**config.mk**
```make
export PLATFORM = sky130hd
export DESIGN_NAME = ps2_mouse_packet_tracker_unit
export DESIGN_NICKNAME = d
export VERILOG_FILES = /design/src/hdl/ps2pt_pkg.sv /design/src/hdl/ps2pt_front.sv /design/src/hdl/ps2pt_queue.sv /design/src/hdl/ps2pt_back.sv /design/src/hdl/ps2_mouse_packet_tracker_unit.sv
export SDC_FILE = /design/constraint.sdc
export NUM_CORES = 1
export LEC_CHECK = 0
export ABC_CLOCK_PERIOD_IN_PS = 8250
export BUFFER_PORTS_ARGS = -buffer_cell sky130_fd_sc_hd__buf_4
export CAP_MARGIN = 30
export CORE_AREA = 2 2 233 189
export CTS_BUF_LIST = sky130_fd_sc_hd__clkbuf_16
export DETAILED_ROUTE_END_ITERATION = 7
export DIE_AREA = 0 0 235 191
export PLACE_DENSITY_LB_ADDON = 0.08
export SLEW_MARGIN = 40
export SYNTH_ARGS = -nofsm -noshare
export SYNTH_HDL_FRONTEND = slang
export SYNTH_SLANG_ARGS = --single-unit
```
**constraint.sdc**
```tcl
create_clock -name aclk -period 8.25 [get_ports aclk]
set_input_delay 0.4125 -clock aclk [delete_from_list [all_inputs] [get_ports aclk]]
set_output_delay 0.4125 -clock aclk [all_outputs]
set_load 0.01 [all_outputs]
```
**src/hdl/ps2pt_pkg.sv**
```systemverilog
`timescale 1ns / 1ps
`default_nettype none
// ----------------------------------------------------------------------------
// ps2pt_pkg: shared types and constants for the PS/2 mouse packet tracker
// Command format passed from the byte gatherer to the state updater.
// ----------------------------------------------------------------------------
package ps2pt_pkg;

    localparam int POS_W   = 12;
    localparam int WHEEL_W = 16;
    localparam int BTN_W   = 3;

    localparam int SYNC_BIT_IDX = 3;  // first byte must carry this bit
    localparam int OVF_X_IDX    = 6;
    localparam int OVF_Y_IDX    = 7;

    localparam logic [POS_W-1:0]   POS_MAX   = 12'd4095;
    localparam logic [WHEEL_W-1:0] WHEEL_MAX = 16'h7FFF;
    localparam logic [WHEEL_W-1:0] WHEEL_MIN = 16'h8000;

    localparam logic [1:0] BPOS_FIRST = 2'd0;
    localparam logic [1:0] BPOS_THIRD = 2'd2;
    localparam logic [1:0] BPOS_FOURTH = 2'd3;

    typedef enum logic [1:0] {
        CMD_SHOW  = 2'd0,   // no state change, report current state
        CMD_LOAD  = 2'd1,   // load cursor position
        CMD_APPLY = 2'd2    // packet complete, apply it
    } cmd_op_t;

    typedef struct packed {
        cmd_op_t           op;
        logic              wheel_on;
        logic [7:0]        b0;
        logic [7:0]        b1;
        logic [7:0]        b2;
        logic [7:0]        b3;
        logic [POS_W-1:0]  new_x;
        logic [POS_W-1:0]  new_y;
    } cmd_t;

endpackage : ps2pt_pkg
`default_nettype wire

```
**src/hdl/ps2pt_front.sv**
```systemverilog
`timescale 1ns / 1ps
`default_nettype none
// ----------------------------------------------------------------------------
// ps2pt_front: byte gatherer
// Tracks packet position, stores bytes and emits one command per transfer.
// ----------------------------------------------------------------------------
module ps2pt_front (
    input  wire logic                         aclk,
    input  wire logic                         aresetn,
    input  wire logic                         cfg_we,
    input  wire logic                         cfg_wdata,
    input  wire logic                         s_fire,
    input  wire logic                         s_kind,
    input  wire logic [7:0]                   s_data_byte,
    input  wire logic [ps2pt_pkg::POS_W-1:0]  s_new_x,
    input  wire logic [ps2pt_pkg::POS_W-1:0]  s_new_y,
    output ps2pt_pkg::cmd_t                   cmd
);
    import ps2pt_pkg::*;

    logic       wheel_en_reg;
    logic [1:0] bpos_reg, bpos_next;
    logic [7:0] pkt_reg [3];
    logic       store_en;
    logic [1:0] last_pos;

    always_ff @(posedge aclk) begin
        if (!aresetn) begin
            wheel_en_reg <= 1'b0;
        end else if (cfg_we) begin
            wheel_en_reg <= cfg_wdata;
        end
    end

    always_comb begin
        last_pos  = wheel_en_reg ? BPOS_FOURTH : BPOS_THIRD;
        bpos_next = bpos_reg;
        store_en  = 1'b0;
        cmd.op       = CMD_SHOW;
        cmd.wheel_on = wheel_en_reg;
        cmd.b0       = pkt_reg[0];
        cmd.b1       = pkt_reg[1];
        cmd.b2       = (bpos_reg == BPOS_THIRD) ? s_data_byte : pkt_reg[2];
        cmd.b3       = (bpos_reg == BPOS_FOURTH) ? s_data_byte : 8'h00;
        cmd.new_x    = s_new_x;
        cmd.new_y    = s_new_y;
        if (s_kind) begin
            cmd.op = CMD_LOAD;
        end else if (bpos_reg == BPOS_FIRST) begin
            // drop bytes without the sync bit to regain alignment
            if (s_data_byte[SYNC_BIT_IDX]) begin
                store_en  = 1'b1;
                bpos_next = 2'd1;
            end
        end else if (bpos_reg < last_pos) begin
            store_en  = 1'b1;
            bpos_next = bpos_reg + 2'd1;
        end else begin
            cmd.op    = CMD_APPLY;
            bpos_next = BPOS_FIRST;
        end
    end

    always_ff @(posedge aclk) begin
        if (!aresetn) begin
            bpos_reg <= BPOS_FIRST;
        end else if (s_fire) begin
            bpos_reg <= bpos_next;
        end
    end

    always_ff @(posedge aclk) begin
        if (s_fire && store_en) begin
            pkt_reg[bpos_reg] <= s_data_byte;
        end
    end

    a_apply_resets_pos: assert property (@(posedge aclk) disable iff (!aresetn)
        (s_fire && cmd.op == CMD_APPLY) |=> (bpos_reg == BPOS_FIRST))
        else $error("packet position not reset after apply");

    a_unsynced_dropped: assert property (@(posedge aclk) disable iff (!aresetn)
        (s_fire && !s_kind && bpos_reg == BPOS_FIRST && !s_data_byte[SYNC_BIT_IDX])
        |=> (bpos_reg == BPOS_FIRST))
        else $error("byte without sync bit started a packet");

endmodule : ps2pt_front
`default_nettype wire

```
**src/hdl/ps2pt_queue.sv**
```systemverilog
`timescale 1ns / 1ps
`default_nettype none
// ----------------------------------------------------------------------------
// ps2pt_queue: command queue
// Small register FIFO between the byte gatherer and the state updater.
// ----------------------------------------------------------------------------
module ps2pt_queue #(
    parameter int DEPTH = 4
) (
    input  wire logic            aclk,
    input  wire logic            aresetn,
    input  wire logic            push,
    input  wire ps2pt_pkg::cmd_t push_cmd,
    output logic                 full,
    input  wire logic            pop,
    output logic                 not_empty,
    output ps2pt_pkg::cmd_t      pop_cmd
);
    import ps2pt_pkg::*;

    localparam int PW = (DEPTH > 1) ? $clog2(DEPTH) : 1;
    localparam int CW = $clog2(DEPTH + 1);

    cmd_t          q_reg [DEPTH];
    logic [PW-1:0] wr_ptr_reg, rd_ptr_reg;
    logic [CW-1:0] count_reg;

    function automatic logic [PW-1:0] ptr_inc(input logic [PW-1:0] p);
        return (p == PW'(DEPTH - 1)) ? '0 : p + PW'(1);
    endfunction

    assign full      = (count_reg == CW'(DEPTH));
    assign not_empty = (count_reg != '0);
    assign pop_cmd   = q_reg[rd_ptr_reg];

    always_ff @(posedge aclk) begin
        if (!aresetn) begin
            wr_ptr_reg <= '0;
            rd_ptr_reg <= '0;
            count_reg  <= '0;
        end else begin
            if (push) wr_ptr_reg <= ptr_inc(wr_ptr_reg);
            if (pop)  rd_ptr_reg <= ptr_inc(rd_ptr_reg);
            if (push && !pop)      count_reg <= count_reg + CW'(1);
            else if (pop && !push) count_reg <= count_reg - CW'(1);
        end
    end

    always_ff @(posedge aclk) begin
        if (push) q_reg[wr_ptr_reg] <= push_cmd;
    end

    a_no_overflow: assert property (@(posedge aclk) disable iff (!aresetn)
        !(push && full) && !(pop && !not_empty))
        else $error("command queue overflow or underflow");

endmodule : ps2pt_queue
`default_nettype wire

```
**src/hdl/ps2pt_back.sv**
```systemverilog
`timescale 1ns / 1ps
`default_nettype none
// ----------------------------------------------------------------------------
// ps2pt_back: state updater
// Applies commands to cursor, wheel and buttons; state registers drive outputs.
// ----------------------------------------------------------------------------
module ps2pt_back (
    input  wire logic                           aclk,
    input  wire logic                           aresetn,
    input  wire logic                           q_valid,
    input  wire ps2pt_pkg::cmd_t                q_cmd,
    output logic                                q_pop,
    output logic                                m_valid,
    input  wire logic                           m_ready,
    output logic [ps2pt_pkg::POS_W-1:0]         m_cursor_x,
    output logic [ps2pt_pkg::POS_W-1:0]         m_cursor_y,
    output logic signed [ps2pt_pkg::WHEEL_W-1:0] m_wheel_count,
    output logic [ps2pt_pkg::BTN_W-1:0]         m_buttons,
    output logic                                m_packet_applied
);
    import ps2pt_pkg::*;

    logic               valid_reg;
    logic               applied_reg;
    logic [POS_W-1:0]   x_reg, x_next;
    logic [POS_W-1:0]   y_reg, y_next;
    logic [WHEEL_W-1:0] wheel_reg, wheel_next;
    logic [BTN_W-1:0]   btn_reg, btn_next;
    logic [POS_W+1:0]   sum_x, sum_y;
    logic [3:0]         nib;

    function automatic logic [POS_W-1:0] clamp(input logic [POS_W+1:0] v);
        if (v[POS_W+1])    return '0;
        else if (v[POS_W]) return POS_MAX;
        else               return v[POS_W-1:0];
    endfunction

    assign q_pop = q_valid && (!valid_reg || m_ready);

    always_comb begin
        sum_x = {2'b00, x_reg} + {{6{q_cmd.b1[7]}}, q_cmd.b1};
        sum_y = {2'b00, y_reg} - {{6{q_cmd.b2[7]}}, q_cmd.b2};
        nib   = q_cmd.b3[3:0];
        x_next     = x_reg;
        y_next     = y_reg;
        wheel_next = wheel_reg;
        btn_next   = btn_reg;
        case (q_cmd.op)
            CMD_LOAD: begin
                x_next = q_cmd.new_x;
                y_next = q_cmd.new_y;
            end
            CMD_APPLY: begin
                btn_next = q_cmd.b0[BTN_W-1:0];
                if (!q_cmd.b0[OVF_X_IDX] && !q_cmd.b0[OVF_Y_IDX]) begin
                    x_next = clamp(sum_x);
                    y_next = clamp(sum_y);
                end
                if (q_cmd.wheel_on && nib != 4'd0) begin
                    if (nib[3]) begin
                        if (wheel_reg != WHEEL_MIN) wheel_next = wheel_reg - 16'd1;
                    end else begin
                        if (wheel_reg != WHEEL_MAX) wheel_next = wheel_reg + 16'd1;
                    end
                end
            end
            default: ;
        endcase
    end

    always_ff @(posedge aclk) begin
        if (!aresetn) begin
            valid_reg   <= 1'b0;
            applied_reg <= 1'b0;
            x_reg       <= '0;
            y_reg       <= '0;
            wheel_reg   <= '0;
            btn_reg     <= '0;
        end else begin
            if (q_pop) begin
                valid_reg   <= 1'b1;
                applied_reg <= (q_cmd.op == CMD_APPLY);
                x_reg       <= x_next;
                y_reg       <= y_next;
                wheel_reg   <= wheel_next;
                btn_reg     <= btn_next;
            end else if (m_ready) begin
                valid_reg <= 1'b0;
            end
        end
    end

    assign m_valid          = valid_reg;
    assign m_cursor_x       = x_reg;
    assign m_cursor_y       = y_reg;
    assign m_wheel_count    = signed'(wheel_reg);
    assign m_buttons        = btn_reg;
    assign m_packet_applied = applied_reg;

    a_show_keeps_state: assert property (@(posedge aclk) disable iff (!aresetn)
        (q_pop && q_cmd.op == CMD_SHOW)
        |=> ($stable(x_reg) && $stable(y_reg) && $stable(wheel_reg) && $stable(btn_reg)))
        else $error("non-completing byte changed tracker state");

    a_wheel_step: assert property (@(posedge aclk) disable iff (!aresetn)
        q_pop |=> ((wheel_reg - $past(wheel_reg)) == 16'd0 ||
                   (wheel_reg - $past(wheel_reg)) == 16'd1 ||
                   (wheel_reg - $past(wheel_reg)) == 16'hFFFF))
        else $error("wheel count moved by more than one notch");

endmodule : ps2pt_back
`default_nettype wire

```
**src/hdl/ps2_mouse_packet_tracker_unit.sv**
```systemverilog
`timescale 1ns / 1ps
`default_nettype none
// An item transferred on s_* is first written into the command queue, then popped by the
//   state updater, which applies it to the output/state register that drives m_*.
// Throughput: one item per cycle unless the 4-entry queue is full; it absorbs output stalls.
// Reset: synchronous active-low aresetn clears packet position, cursor, wheel count,
//   buttons, wheel_enabled and all valid/queue state; stored packet bytes are not cleared.
// ----------------------------------------------------------------------------
// ps2_mouse_packet_tracker_unit: PS/2 mouse packet decoder top level
// Gathers 3- or 4-byte mouse packets and tracks a clamped cursor, button
// state and a saturating wheel count. One result per input transfer.
// ----------------------------------------------------------------------------
module ps2_mouse_packet_tracker_unit #(
    parameter int QUEUE_DEPTH = 4
) (
    input  wire logic                            aclk,
    input  wire logic                            aresetn,
    // wheel_enabled register write port
    input  wire logic                            cfg_we,
    input  wire logic                            cfg_wdata,
    // input items
    input  wire logic                            s_valid,
    output logic                                 s_ready,
    input  wire logic                            s_kind,
    input  wire logic [7:0]                      s_data_byte,
    input  wire logic [ps2pt_pkg::POS_W-1:0]     s_new_x,
    input  wire logic [ps2pt_pkg::POS_W-1:0]     s_new_y,
    // results
    output logic                                 m_valid,
    input  wire logic                            m_ready,
    output logic [ps2pt_pkg::POS_W-1:0]          m_cursor_x,
    output logic [ps2pt_pkg::POS_W-1:0]          m_cursor_y,
    output logic signed [ps2pt_pkg::WHEEL_W-1:0] m_wheel_count,
    output logic [ps2pt_pkg::BTN_W-1:0]          m_buttons,
    output logic                                 m_packet_applied
);
    import ps2pt_pkg::*;

    cmd_t front_cmd;
    cmd_t queue_cmd;
    logic queue_full;
    logic queue_not_empty;
    logic queue_pop;
    logic s_fire;

    // Input side only waits on queue space, never on the output side directly.
    assign s_ready = !queue_full;
    assign s_fire  = s_valid && s_ready;

    // Front: tracks byte position and classifies each transfer into a command.
    ps2pt_front u_front (
        .aclk        (aclk),
        .aresetn     (aresetn),
        .cfg_we      (cfg_we),
        .cfg_wdata   (cfg_wdata),
        .s_fire      (s_fire),
        .s_kind      (s_kind),
        .s_data_byte (s_data_byte),
        .s_new_x     (s_new_x),
        .s_new_y     (s_new_y),
        .cmd         (front_cmd)
    );

    // Decouples the gatherer from result back-pressure.
    ps2pt_queue #(
        .DEPTH (QUEUE_DEPTH)
    ) u_queue (
        .aclk      (aclk),
        .aresetn   (aresetn),
        .push      (s_fire),
        .push_cmd  (front_cmd),
        .full      (queue_full),
        .pop       (queue_pop),
        .not_empty (queue_not_empty),
        .pop_cmd   (queue_cmd)
    );

    // Back: applies commands to cursor/wheel/buttons; its state is the output.
    ps2pt_back u_back (
        .aclk             (aclk),
        .aresetn          (aresetn),
        .q_valid          (queue_not_empty),
        .q_cmd            (queue_cmd),
        .q_pop            (queue_pop),
        .m_valid          (m_valid),
        .m_ready          (m_ready),
        .m_cursor_x       (m_cursor_x),
        .m_cursor_y       (m_cursor_y),
        .m_wheel_count    (m_wheel_count),
        .m_buttons        (m_buttons),
        .m_packet_applied (m_packet_applied)
    );

endmodule : ps2_mouse_packet_tracker_unit
`default_nettype wire
```
# Word level (Yosys, flattened, before mapping)

Memory sizes are Yosys's and may differ from the RTL's. A register that Yosys moved wholly into a read port is not among the register bits.
Index checks and enable logic that the tools add are counted.

Multiplexer cells: 36
Reductions and logical operators: 25
Eq/ne operators: 12
$lt $le $gt $ge: 1
Multipliers: 0
Add/sub/neg operators: 9
Shift operators: 0
Divide/modulo/power cells: 0
Bitwise operators: 1

Operator list:

| kind                                                    | count |
|---|---|
| two-way mux 12 bit                                      | 6 |
| two-way mux 16 bit                                      | 3 |
| one-hot mux 12 bit (2 select lines)                     | 2 |
| two-way mux 2 bit                                       | 10 |
| adder 16 x 1 -> 16 bit, second input constant           | 1 |
| two-way mux 8 bit                                       | 2 |
| inequality test 16 x 15 -> 1 bit, second input constant | 1 |
| inequality test 16 bit, second input constant           | 1 |
| subtractor 16 x 1 -> 16 bit, second input constant      | 1 |
| adder 13 x 8 -> 14 bit                                  | 1 |
| subtractor 13 x 8 -> 14 bit                             | 1 |
| two-way mux 1 bit                                       | 11 |
| equality test 2 bit, second input constant              | 5 |
| nonzero test 2 bit                                      | 4 |
| logical AND 1 bit                                       | 7 |
| adder 2 x 1 -> 2 bit, second input constant             | 3 |
| logical NOT 1 bit                                       | 6 |
| two-way mux 3 bit                                       | 2 |
| AND reduction 3 bit                                     | 2 |
| AND reduction 5 bit                                     | 1 |
| inequality test 2 bit, second input constant            | 2 |
| nonzero test 4 bit                                      | 1 |
| adder 3 x 1 -> 3 bit, second input constant             | 1 |
| equality test 3 bit, second input constant              | 1 |
| 9 further kinds                                         | 9 |

Memories kept: 2
Logic and storage cells: 97
Memory bits (read-only): 0
Output and inout port bits: 46
Register bits: 55
Bits in latches: 0
RAM bits: 260

Memory list:

| memory          | depth | bits a word | rd ports | clocked after Yosys merged registers in | wr ports | RTL line          | text |
|---|---|---|---|---|---|---|---|
| u_queue.q_reg   | 4     | 59          | 1        | 1                                       | 1        | ps2pt_queue.sv:24 | `cmd_t q_reg [DEPTH];` |
| u_front.pkt_reg | 3     | 8           | 3        | 0                                       | 1        | ps2pt_front.sv:23 | `logic [7:0] pkt_reg [3];` |

# Longest topological paths before layout

Gate-level depths: netlist of the first run.

Word-level depth: 8
Gate-level depth with buffers: 15
Depth with buffers taken out: 10

# By module

A second synthesis of the first run with hierarchy kept.

Cells, all modules: 977
Area total of the unflattened synthesis: 14323.7 µm²

By module, submodules not included:

| module                        | sequential area each (µm²) | instances | cells an instance | area each (µm²) |
|---|---|---|---|---|
| ps2pt_queue                   | 7267.0                     | 1         | 353               | 8986.1 |
| ps2pt_back                    | 900.9                      | 1         | 527               | 3998.8 |
| ps2pt_front                   | 780.7                      | 1         | 95                | 1328.8 |
| ps2_mouse_packet_tracker_unit | 0.0                        | 1         | 2                 | 10.0 |

# Worst setup path before layout of the first run

OpenSTA, ideal clock, no wires.

Kind: register to register
Start: register (tool-made name)
End: register u_back.x_reg[3], in the netlist u_back.m_cursor_x[3]
Setup slack: 4.312 ns
Data required time: 8.176 ns
Stages on the path, launching flop included: 16
Clock period less this slack: 3.938 ns
Data arrival time: 3.864 ns
Path through: dfxtp_1 -> buf_6 -> buf_2 -> buf_2 -> buf_2 -> mux4_2 -> ha_1 -> fa_1 -> a211oi_1 -> o21ba_2 -> o21ai_0 -> a211oi_1 -> xnor2_1 -> buf_2 -> o22ai_1 -> a31oi_1

RTL lines:

| what                   | RTL line         | text |
|---|---|---|
| end signal: assignment | ps2pt_back.sv:83 | `x_reg <= x_next;` |
| end: declaration       | ps2pt_back.sv:25 | `logic [POS_W-1:0] x_reg, x_next;` |

==> out/results.md, run 1 <==
| Step | Item | This run |
| --- | --- | --- |
| worst setup path | Worst setup EP type | flop |
| clock network | Clock Pin Slew Worst Setup and Hold Paths | 0.06 ns |
| yosys | Cell taking the most area after synthesis | sky130_fd_sc_hd__edfxtp_1 |
| drt | DRC violation count after routing | 0 |
| sta | Slew HR | 48.3% |
| power | IR Drop Worst-Case VDD | 0.124 mV |
| grt | First-pass GRT wire length | 47400 um |
| drt | Met1 routed wirelength after detailed routing | 15600 um |
| clock network | Htree depth | 2 |
| yosys | Post-synthesis async set-or-reset flop share | 0% |
| worst setup path | Arrival @ worst endpoint | 4.79 ns |
| worst setup path | Req. time, crit path | 8.61 ns |
| drt | Length of the first detailed-routing pass in iterations | 4 |
| sta | Final critical delay including setup and external delays | 4.43 ns |
| yosys | Sequential-to-total area share from yosys stat | 63.2% |
| sta | Final sum of negative setup slack | 0 ns |
| sta | Total count of hold-check failures in the final report | 0 |
| sta | RSZ-0062 raised after global routing | false |
| yosys | Synthesized cell area | 12700 um2 |
| die | Number of placement rows | 68 |
| yosys | Area share of and/or/nand/nor cells after synthesis | 6.92% |
| yosys | Adder and majority gate portion of the synthesized area | 5.56% |
| drt | Routed length on met2 | 13400 um |
| clock network | Insertion delay of the later-clocked pin in the worst-skew pair | 0.53 ns |
| yosys | Biggest area contributors in the synthesized netlist | sky130_fd_sc_hd__edfxtp_1 54%, sky130_fd_sc_hd__dfxtp_1 9.0%, sky130_fd_sc_hd__mux4_2 8.2% |
| die | Initial core utilization | 29.8% |
| yosys | Proportion of netlist area held by the largest area contributor | 54.2% |
| grt | Pin count of the biggest net entering global routing | 53 |
| sta | Final number of setup-violating endpoints | 0 |
| sta | Final period utilization | 53.7% |
| clock network | Total setup buffers inserted after CTS | 0 |
| yosys | Synthesized netlist net count | 956 |
| yosys | Portion of netlist area occupied by mux cells | 10.3% |
| yosys | Most frequently used cell type in the post-synthesis netlist | sky130_fd_sc_hd__edfxtp_1 |
| sta | Largest clock skew in the final design | 0.0246 ns |
| grt | Via count of the first global-routing pass | 7709 |
| clock network | Hold-fix buffers, CTS | 0 |
| grt | GRT Util Overall | 13.8% |
| drt | Via count | 7536 |
| die | Ports | 85 |
| clock network | Max clock buf depth | 3 |
| clock network | Number of buffers created by CTS | 34 |
| die | Die X-Extent | 235 um |
| worst setup path | Largest fanout on the critical path | 32 |
| yosys | Number of flip-flops and latches in the synthesized netlist | 286 |
| yosys | Synth cell types | 67 |
| worst setup path | Critical path launch point type | flop |
| placement | # placed instances | 1483 |
| yosys | Post-synth top flop | sky130_fd_sc_hd__edfxtp_1 |
| cells and area | Growth of design area from synthesis to finish | 19.0% |
| clock network | Clk sink count | 286 |
| drt | Avg WL per Cell | 19.8 um |
| cells and area | Share of final-layout standard cells stronger than drive strength 1 | 22.3% |
| yosys | Xor and xnor fraction of the mapped netlist area | 2.28% |
| worst setup path | Type of the setup path with the least slack | flop to flop |
| drt | Antenna violation net count after detailed routing | 0 |
| cells and area | Fill cell total of the finished layout | 4105 |
| worst hold path | Classification of the worst-slack hold path | input pin to flop |
| drt | Violation count after the first detailed-route iteration | 405 |
| grt | Number of antenna violations at the first check in global routing | 0 |
| placement | Post-detailed-placement half-perimeter wirelength | 19600 um |
| cells and area | Diode count | 0 |
| clock network | Buffer type at the clock tree root | sky130_fd_sc_hd__clkbuf_16 |
| drt | Uppermost metal layer occupied by signal nets | met4 |
| outcome | Outcome | finished, final reports clean |
| yosys | Number of enable-type register cells in the synthesized netlist | 229 |
| placement | Routability congestion estimate | 0.730 |
| die | Core region area | 42600 um2 |
| drt | Met3 wire length | 1030 um |
| clock network | Post-cts repair resize count | 0 |
| die | Die H | 191 um |
| clock network | TritonCTS clock tree | yes |
| drt | Final WL | 30500 um |
| sta | Slew at the pin closest to its max-slew limit | 0.760 ns |
| cells and area | Post-route non-filler standard cell count | 1543 |
| yosys | Mean cell area of the mapped netlist | 14.7 um2 |
| job | Max-cap violations | 0 |
| sta | Final max-slew violation count | 0 |
| yosys | Most frequent cells after synthesis | 229 x sky130_fd_sc_hd__edfxtp_1, 57 x sky130_fd_sc_hd__dfxtp_1, 53 x sky130_fd_sc_hd__nor2_1, 50 x sky130_fd_sc_hd__ha_1, 49 x sky130_fd_sc_hd__nand2_1 |
| power | Total power divided by cell area | 355 nW/um2 |
| sta | Peak clock frequency supported by timing | 226 MHz |
| yosys | Number of warnings printed during yosys synthesis | 0 |
| yosys | Largest family of logic cells by synthesized area | multiplexers |
| grt | Overflow left after global routing | 0 |
| cells and area | NumNets Final | 1053 |
| die | Area of the die | 44900 um2 |
| placement | Input/output buffers | 84 |
| drt | Routed vias/inst | 4.88 |
| yosys | Cell count after synthesis | 863 |
| cells and area | Max FFs per register | 208 |
| yosys | Synthesized-area fraction occupied by ao, oa, aoi and oai cells | 9.73% |
| power | Static power due to leakage | 5.34 nW |
-- critical path, stage by stage, from the launching register on --
cell                       delay, ns
sky130_fd_sc_hd__dfxtp_4        0.62
sky130_fd_sc_hd__buf_4          0.63
sky130_fd_sc_hd__mux4_2         0.63
sky130_fd_sc_hd__inv_2          0.19
sky130_fd_sc_hd__ha_1           0.33
sky130_fd_sc_hd__a21oi_1        0.17
sky130_fd_sc_hd__o21ai_0        0.13
sky130_fd_sc_hd__a31o_2         0.28
sky130_fd_sc_hd__a211oi_1       0.32
sky130_fd_sc_hd__mux2i_2        0.67
sky130_fd_sc_hd__o21bai_1       0.21
sky130_fd_sc_hd__a31oi_1        0.09
-- routing by layer --
metal  global-route usage, %  vias to the layer above
met3                    2.43                       35
met1                    20.2                     3818
met2                    21.0                      107
met5                       0                        -
li1                        -                     3576
met4                    3.51                        0
-- placed cells by master (no fill, tap or decap), drive strengths merged, types with 5 or more instances in the layout --
cell,count
edfxtp,229
mux4,47
xor2,12
nor3,8
a211oi,19
xnor2,21
mux2i,15
a31oi,15
inv,30
dfxtp,57
nand2b,8
a21o,16
o21ai,40
nand4,6
clkinv,11
nor2b,10
o22ai,10
a21oi,41
buf,96
o221a,6
nand3,5
and2,7
ha,50
nor2,54
mux2,8
clkbuf,35
and3,5
nand2,49
o21a,8
-- area by class of cell --
class                   instances  area, um2  share of cell area [%]
clock buffers                  35        876                    5.80
clock inverters                24        210                    1.39
inverters                      23       86.3                   0.572
multi-input cells             519       4460                    29.5
flip-flops and latches        286       8030                    53.2
well taps                     560        701                    4.64
repair buffers                 96        737                    4.88
-- where the power goes --
part	switching [W]	leakage, nW	internal [W]
Sequential	0.000173	2.56	0.00173
Combinational	0.00110	2.23	0.000888
Clock	0.000598	0.549	0.000865
Total	0.00188	5.34	0.00349
-- final timing paths --
| check | from | endpoint | slack, ns | depth (start not counted) |
|---|---|---|---|---|
| max | flop | u_back.m_cursor_y[10]$_SDFFE_PN0P_ | 3.82 | 11 |
| min | s_new_y[7] | u_queue.q_reg[1][7]$_DFFE_PP_ | 0.08 | 1 |
| max reg2reg | flop | u_back.m_cursor_y[10]$_SDFFE_PN0P_ | 3.82 | 11 |
| min reg2reg | u_front.pkt_reg[0][7]$_DFFE_PP_ | u_queue.q_reg[0][55]$_DFFE_PP_ | 0.50 | 0 |
-- stage by stage --
stage	hold WS (ns)	setup WS, ns	cell area, um2	util, %	power, W
after floorplan	0.459	4.31	12700	-	0.00335
after global placement	0.491	3.40	13900	32.7	0.00395
after detailed placement	0.496	3.71	14000	32.8	0.00396
after CTS	0.0498	3.72	15100	35.4	0.00545
after global routing	0.0562	3.41	15100	35.4	0.00573
final	0.0846	3.82	15100	35.4	0.00536
-- cell families (layout without fill, tap and decap cells) --
| family | Yosys count | in the layout |
|---|---|---|
| flip-flops | 286 | 286 |
| adder cells (fa/ha/maj) | 54 | 54 |
| AO/OA/AOI/OAI | 187 | 187 |
| XOR/XNOR | 33 | 33 |
| buffers and inverters | 58 | 178 |
| multiplexers | 70 | 70 |
| AND/OR/NAND/NOR | 175 | 175 |
No activity file was read; power rests on OpenSTA's default activity.
==> run 2, diff against run 1 <==
--- a/config.mk
+++ b/config.mk
@@ -5,7 +5,7 @@
 export SDC_FILE = /design/constraint.sdc
 export NUM_CORES = 1
 export LEC_CHECK = 0
-export ABC_CLOCK_PERIOD_IN_PS = 8250
+export ABC_CLOCK_PERIOD_IN_PS = 3600
 export BUFFER_PORTS_ARGS = -buffer_cell sky130_fd_sc_hd__buf_4
 export CAP_MARGIN = 30
 export CORE_AREA = 2 2 233 189
==> constraint.sdc (replaced) <==
create_clock -name aclk -period 3.6 [get_ports aclk]
set_input_delay 0.18 -clock aclk [delete_from_list [all_inputs] [get_ports aclk]]
set_output_delay 0.18 -clock aclk [all_outputs]
set_load 0.01 [all_outputs]
==> out/results.md, run 2 (synthesized netlist as in run 1, its figures left out) <==
| Step | Item | This run |
| --- | --- | --- |
| outcome | Outcome | finished, final reports clean |
| power | Power after layout | 0.0125 W |
| worst setup path | Worst-path cell with the longest stage delay | sky130_fd_sc_hd__mux4_2 |
| clock network | TritonCTS clock tree | yes |
| sta | Total count of hold-check failures in the final report | 0 |
| drt | Routed vias/inst | 4.79 |
| sta | Post-layout worst setup margin | 0.252 ns |
| drt | DRC violation count after routing | 0 |
| worst setup path | Max incr delay on CP | 0.67 ns |
| power | Total power divided by cell area | 798 nW/um2 |
| worst setup path | Req. time, crit path | 4.04 ns |
| grt | Overflow left after global routing | 0 |
| worst setup path | Type of the setup path with the least slack | flop to flop |
| worst setup path | Largest fanout on the critical path | 13 |
| placement | Placed instance area | 14200 um2 |
| drt | Via count | 7691 |
| sta | Final sum of negative setup slack | 0 ns |
| die | Die X-Extent | 235 um |
| sta | Peak clock frequency supported by timing | 299 MHz |
| worst setup path | Worst setup EP type | flop |
| grt | Pin count of the biggest net entering global routing | 32 |
| clock network | Max clock buf depth | 3 |
| cells and area | Commonest cells after routing, fill and taps aside | 229 x sky130_fd_sc_hd__edfxtp_1, 116 x sky130_fd_sc_hd__buf_4, 55 x sky130_fd_sc_hd__dfxtp_1 |
| sta | Final period utilization | 93.0% |
| worst hold path | Classification of the worst-slack hold path | input pin to flop |
| clock network | Clk sink count | 286 |
| worst setup path | Critical path launch point type | flop |
| drt | Length of the first detailed-routing pass in iterations | 4 |
| worst setup path | Most numerous cell on the critical path | sky130_fd_sc_hd__buf_4 |
| worst setup path | Arrival @ worst endpoint | 3.78 ns |
| grt | GRT Util Overall | 14.0% |
| die | Number of placement rows | 68 |
| clock network | Clock Pin Slew Worst Setup and Hold Paths | 0.06 ns |
| worst setup path | Cell type group with the largest total delay on the critical path | compound AO/OA/AOI/OAI gates |
| sta | Slew HR | 50.9% |
| die | Ports | 85 |
| die | Initial core utilization | 29.8% |
| placement | Input/output buffers | 84 |
| power | IR Drop Worst-Case VDD | 0.246 mV |
| sta | Largest clock skew in the final design | 0.0281 ns |
| clock network | Htree depth | 2 |
| worst setup path | CP Cell Sequence | buf_4 -> mux4_2 -> buf_4 -> ha_1 -> a21oi_1 -> o21ai_0 -> a21o_1 -> a221oi_1 -> o2111a_1 -> mux2i_1 |
| sta | Final number of setup-violating endpoints | 0 |
| drt | Antenna violation net count after detailed routing | 0 |
| drt | Violation count after the first detailed-route iteration | 543 |
| cells and area | Fill cell total of the finished layout | 4086 |
| drt | Final WL | 31000 um |
| clock network | Number of buffers created by CTS | 34 |
| cells and area | Most frequent standard cell in the layout excluding fill and tap cells | sky130_fd_sc_hd__edfxtp_1 |
| job | Max-cap violations | 0 |
| grt | Number of antenna violations at the first check in global routing | 0 |
| die | Die H | 191 um |
| drt | Avg WL per Cell | 19.3 um |
| sta | RSZ-0062 raised after global routing | false |
| clock network | Insertion delay of the later-clocked pin in the worst-skew pair | 0.53 ns |
| cells and area | Growth of design area from synthesis to finish | 23.3% |
| sta | Final critical delay including setup and external delays | 3.35 ns |
| cells and area | Share of final-layout standard cells stronger than drive strength 1 | 23.3% |
| worst setup path | Minimum setup slack among reg-to-reg paths | 0.25 ns |
| grt | First-pass GRT wire length | 48400 um |
| grt | Via count of the first global-routing pass | 7958 |
| die | Core region area | 42600 um2 |
| cells and area | Max FFs per register | 208 |
| sta | Slew at the pin closest to its max-slew limit | 0.731 ns |
| die | Area of the die | 44900 um2 |
| clock network | Buffer type at the clock tree root | sky130_fd_sc_hd__clkbuf_16 |
| worst hold path | Start point of the worst min-delay path | m_ready |
| cells and area | Non-Filler Cell Area, Final | 15600 um2 |
| placement | Post-detailed-placement half-perimeter wirelength | 21400 um |
| placement | Worst Setup Slack post-DPL | 0.213 ns |
| cells and area | NumNets Final | 1113 |
| sta | Worst hold margin | 0.0397 ns |
| power | Static power due to leakage | 5.62 nW |
| sta | Final max-slew violation count | 0 |
| worst setup path | Worst path buffer plus inverter count | 2 |
| placement | Routability congestion estimate | 0.803 |
==> run 2: cell types whose count changed in the layout (fill, tap and decap cells not counted), sizes merged <==
cell         delta
inv             +3
dlygate4sd3    +35
buf            +25
diode           +1
bufinv          -1
clkinvlp        -1
clkinv          +1
==> run 2: layer usage <==
metal | track usage, % | vias to the layer above | routed length, um
met1 | 21.0 | 3823 | 15800
met5 | 0 | - | 0
met2 | 20.9 | 127 | 13400
met4 | 3.70 | 0 | 475
li1 | - | 3709 | -
met3 | 2.37 | 32 | 1280
==> run 2: cell type report <==
type                            instances  area, um2  area share [%]
Timing Repair Buffer                  156       1320            8.45
Sequential cell                       286       8020            51.3
Multi-Input combinational cell        519       4440            28.4
Antenna cell                            1       2.50          0.0160
Clock inverter                         26        193            1.23
Clock buffer                           35        876            5.60
Tap cell                              560        701            4.48
Inverter                               23       86.3           0.552
==> run 2: worst paths after layout <==
check | end | cells past startpoint
max reg2reg | u_back.m_wheel_count[15]$_SDFFE_PN0P_ | 10
min reg2reg | u_back.m_buttons[0]$_SDFFE_PN0P_ | 2
max | u_back.m_wheel_count[15]$_SDFFE_PN0P_ | 10
min | u_back.m_valid$_SDFFE_PN0P_ | 3
==> run 2: repair_timing <==
item / in CTS / in global routing
endpoints found under the setup margin: 0 / 3
hold buffers: 35 / 0
endpoints found under the hold margin: 122 / 0
resized for setup: 0 / 2
setup buffers: 0 / 0
==> run 2: through the flow <==
step | std cells | util, %
floorplan | 863 | -
global route | 1605 | 36.7
detailed placement | 1509 | 33.3
CTS | 1605 | 36.7
finish | 1606 | 36.7
global placement | 1509 | 33.3
==> run 2: power by group <==
group          total [W]  leakage [nW]  switching [W]  internal (W)
Combinational    0.00495          2.51        0.00270       0.00225
Sequential       0.00426          2.56       0.000292       0.00397
Clock            0.00327         0.552        0.00135       0.00192
==> run 2: worst reg2reg max path, delay by kind of cell, from the launching register on <==
kind / cells / cell delay, ns
multiplexers: 2 / 0.85
flip-flops: 1 / 0.40
adder cells (fa/ha/maj): 1 / 0.34
AO/OA/AOI/OAI: 5 / 1.16
buffers and inverters: 2 / 0.50
==> run 3, diff against run 2 <==
--- a/config.mk
+++ b/config.mk
@@ -12,7 +12,7 @@
 export CTS_BUF_LIST = sky130_fd_sc_hd__clkbuf_16
 export DETAILED_ROUTE_END_ITERATION = 7
 export DIE_AREA = 0 0 235 191
-export PLACE_DENSITY_LB_ADDON = 0.08
+export PLACE_DENSITY = 0.56
 export SLEW_MARGIN = 40
 export SYNTH_ARGS = -nofsm -noshare
 export SYNTH_HDL_FRONTEND = slang
==> out/results.md, run 3 (synthesized netlist as in run 1, its figures left out) <==
| Step | Item | This run |
| --- | --- | --- |
| outcome | Outcome | finished, final reports clean |
| worst setup path | Arrival @ worst endpoint | 3.76 ns |
| drt | Violation count after the first detailed-route iteration | 473 |
| power | Switch Pwr | 0.00437 W |
| clock network | Number of buffers created by CTS | 34 |
| worst setup path | Type of the setup path with the least slack | flop to flop |
| worst setup path | Largest fanout on the critical path | 15 |
| power | IR Drop Worst-Case VDD | 0.361 mV |
| clock network | Htree depth | 2 |
| grt | Via count of the first global-routing pass | 7857 |
| worst hold path | Classification of the worst-slack hold path | input pin to flop |
| worst setup path | Number of cell instances on the worst register-to-register path | 12 |
| worst setup path | Destination of the worst register-to-register timing path | u_back.m_cursor_y[0]$_SDFFE_PN0P_ |
| sta | Total count of hold-check failures in the final report | 0 |
| worst setup path | Minimum setup slack among reg-to-reg paths | 0.24 ns |
| drt | Antenna violation net count after detailed routing | 0 |
| cells and area | NumNets Final | 1103 |
| sta | Peak clock frequency supported by timing | 298 MHz |
| sta | Final sum of negative setup slack | 0 ns |
| placement | Routability congestion estimate | 0.819 |
| power | Combinational power share | 38.9% |
| cells and area | Diode count | 0 |
| placement | Post-detailed-placement half-perimeter wirelength | 20000 um |
| grt | GRT Util Overall | 13.2% |
| job | Max-cap violations | 0 |
| die | Ports | 85 |
| clock network | Clock Pin Slew Worst Setup and Hold Paths | 0.06 ns |
| clock network | Buffer type at the clock tree root | sky130_fd_sc_hd__clkbuf_16 |
| cells and area | Commonest cells after routing, fill and taps aside | 229 x sky130_fd_sc_hd__edfxtp_1, 106 x sky130_fd_sc_hd__buf_4, 55 x sky130_fd_sc_hd__dfxtp_1 |
| clock network | TritonCTS clock tree | yes |
| sta | Final period utilization | 93.2% |
| worst setup path | Worst setup EP type | flop |
| die | Die X-Extent | 235 um |
| clock network | Insertion delay of the later-clocked pin in the worst-skew pair | 0.51 ns |
| die | Area of the die | 44900 um2 |
| sta | Final critical delay including setup and external delays | 3.36 ns |
| cells and area | Most frequent standard cell in the layout excluding fill and tap cells | sky130_fd_sc_hd__edfxtp_1 |
| drt | Final WL | 29800 um |
| cells and area | Area of combinational cells with multiple inputs | 4480 um2 |
| die | Core region area | 42600 um2 |
| power | Clock power frac | 26.8% |
| grt | First-pass GRT wire length | 46100 um |
| sta | Worst hold margin | 0.0317 ns |
| die | Die H | 191 um |
| sta | Final max-slew violation count | 0 |
| power | Switching share of total power | 34.8% |
| cells and area | Share of final-layout standard cells stronger than drive strength 1 | 23.3% |
| cells and area | Flip-flop and latch area | 8020 um2 |
| drt | Length of the first detailed-routing pass in iterations | 5 |
| worst setup path | Req. time, crit path | 4.00 ns |
| sta | Largest clock skew in the final design | 0.0198 ns |
| die | Initial core utilization | 29.8% |
| drt | Avg WL per Cell | 18.7 um |
| placement | Input/output buffers | 84 |
| sta | Slew HR | 48.9% |
| die | Number of placement rows | 68 |
| power | Register share of total power | 34.4% |
| worst setup path | Critical path launch point type | flop |
| drt | Via count | 7736 |
| drt | DRC violation count after routing | 0 |
| sta | RSZ-0062 raised after global routing | false |
| worst setup path | Destination of the critical timing path | u_back.m_cursor_y[0]$_SDFFE_PN0P_ |
| cells and area | Growth of design area from synthesis to finish | 23.2% |
| drt | Routed vias/inst | 4.85 |
| power | Total power divided by cell area | 803 nW/um2 |
| sta | Final number of setup-violating endpoints | 0 |
| cells and area | Max FFs per register | 208 |
| power | Static power due to leakage | 5.61 nW |
| grt | Number of antenna violations at the first check in global routing | 0 |
| grt | Pin count of the biggest net entering global routing | 53 |
| clock network | Max clock buf depth | 3 |
| clock network | Clk sink count | 286 |
| power | Internal power | 0.00818 W |
| grt | Overflow left after global routing | 0 |
| sta | Slew at the pin closest to its max-slew limit | 0.766 ns |
| cells and area | Fill cell total of the finished layout | 4023 |
[run 3: routing by layer]
| metal | vias up | wire [um] | part of all wire, % | global-route usage (%) |
|---|---|---|---|---|
| li1 | 3677 | - | - | - |
| met1 | 3874 | 14400 | 48 | 18.7 |
| met2 | 137 | 13600 | 46 | 20.8 |
| met3 | 48 | 1210 | 4.1 | 2.32 |
| met4 | 0 | 629 | 2.1 | 4.02 |
| met5 | - | 0 | 0 | 0 |
[run 3: critical path: stages, from the launching register on]
cell	delay (ns)
sky130_fd_sc_hd__dfxtp_4	0.46
sky130_fd_sc_hd__buf_16	0.20
sky130_fd_sc_hd__mux4_2	0.51
sky130_fd_sc_hd__ha_1	0.23
sky130_fd_sc_hd__fa_1	0.42
sky130_fd_sc_hd__nor2b_1	0.16
sky130_fd_sc_hd__o2111ai_1	0.18
sky130_fd_sc_hd__a21oi_2	0.21
sky130_fd_sc_hd__nor2_1	0.09
sky130_fd_sc_hd__o211ai_1	0.25
sky130_fd_sc_hd__buf_4	0.22
sky130_fd_sc_hd__a21oi_1	0.08
sky130_fd_sc_hd__o221a_2	0.22
[run 3: worst min-delay path by stage]
stage	cells after the start	to	slack (ns)	from
6_report	3	u_back.m_valid$_SDFFE_PN0P_	0.03	m_ready
5_1_grt	3	u_back.m_valid$_SDFFE_PN0P_	0.02	m_ready
4_1_cts	3	u_back.m_valid$_SDFFE_PN0P_	0.006	m_ready
3_5_place_dp	1	u_queue.q_reg[2][1]$_DFFE_PP_	0.39	s_new_y[1]
3_3_place_gp	1	u_queue.q_reg[2][3]$_DFFE_PP_	0.38	s_new_y[3]
2_1_floorplan	0	u_front.pkt_reg[0][0]$_DFFE_PP_	0.28	s_data_byte[0]
[run 3: power by group through the flow]
stage                     registers [W]  logic, W  clock network (W)
after floorplan                 0.00429   0.00341                  0
after global placement          0.00438   0.00474                  0
after detailed placement        0.00438   0.00476                  0
after CTS                       0.00432   0.00482            0.00345
after global routing            0.00436   0.00538            0.00356
final                           0.00431   0.00488            0.00336
[run 3: repair_timing]
item,CTS,global route
hold endpoints to repair,122,0
gates resized for setup,0,9
setup endpoints to repair,0,18
hold buffers,35,0
buffers inserted,0,0
[run 3: through the flow]
step           setup slack, ns  cells  util (%)  area [um2]  total power [W]
2_1_floorplan           0.0485    863         -       12700          0.00770
3_3_place_gp             0.171   1498      33.1       14100          0.00912
3_5_place_dp             0.110   1498      33.1       14100          0.00915
4_1_cts                 0.0906   1595      36.5       15500           0.0126
5_1_grt                0.00836   1596      36.7       15600           0.0133
6_report                 0.245   1596      36.7       15600           0.0126
[run 3: layout make-up]
| cell class | count | share of cell area, % |
|---|---|---|
| flip-flops and latches | 286 | 51.3 |
| multi-input cells | 519 | 28.6 |
| well taps | 560 | 4.48 |
| clock inverters | 27 | 1.46 |
| repair buffers | 146 | 7.94 |
| clock buffers | 35 | 5.60 |
| inverters | 23 | 0.552 |
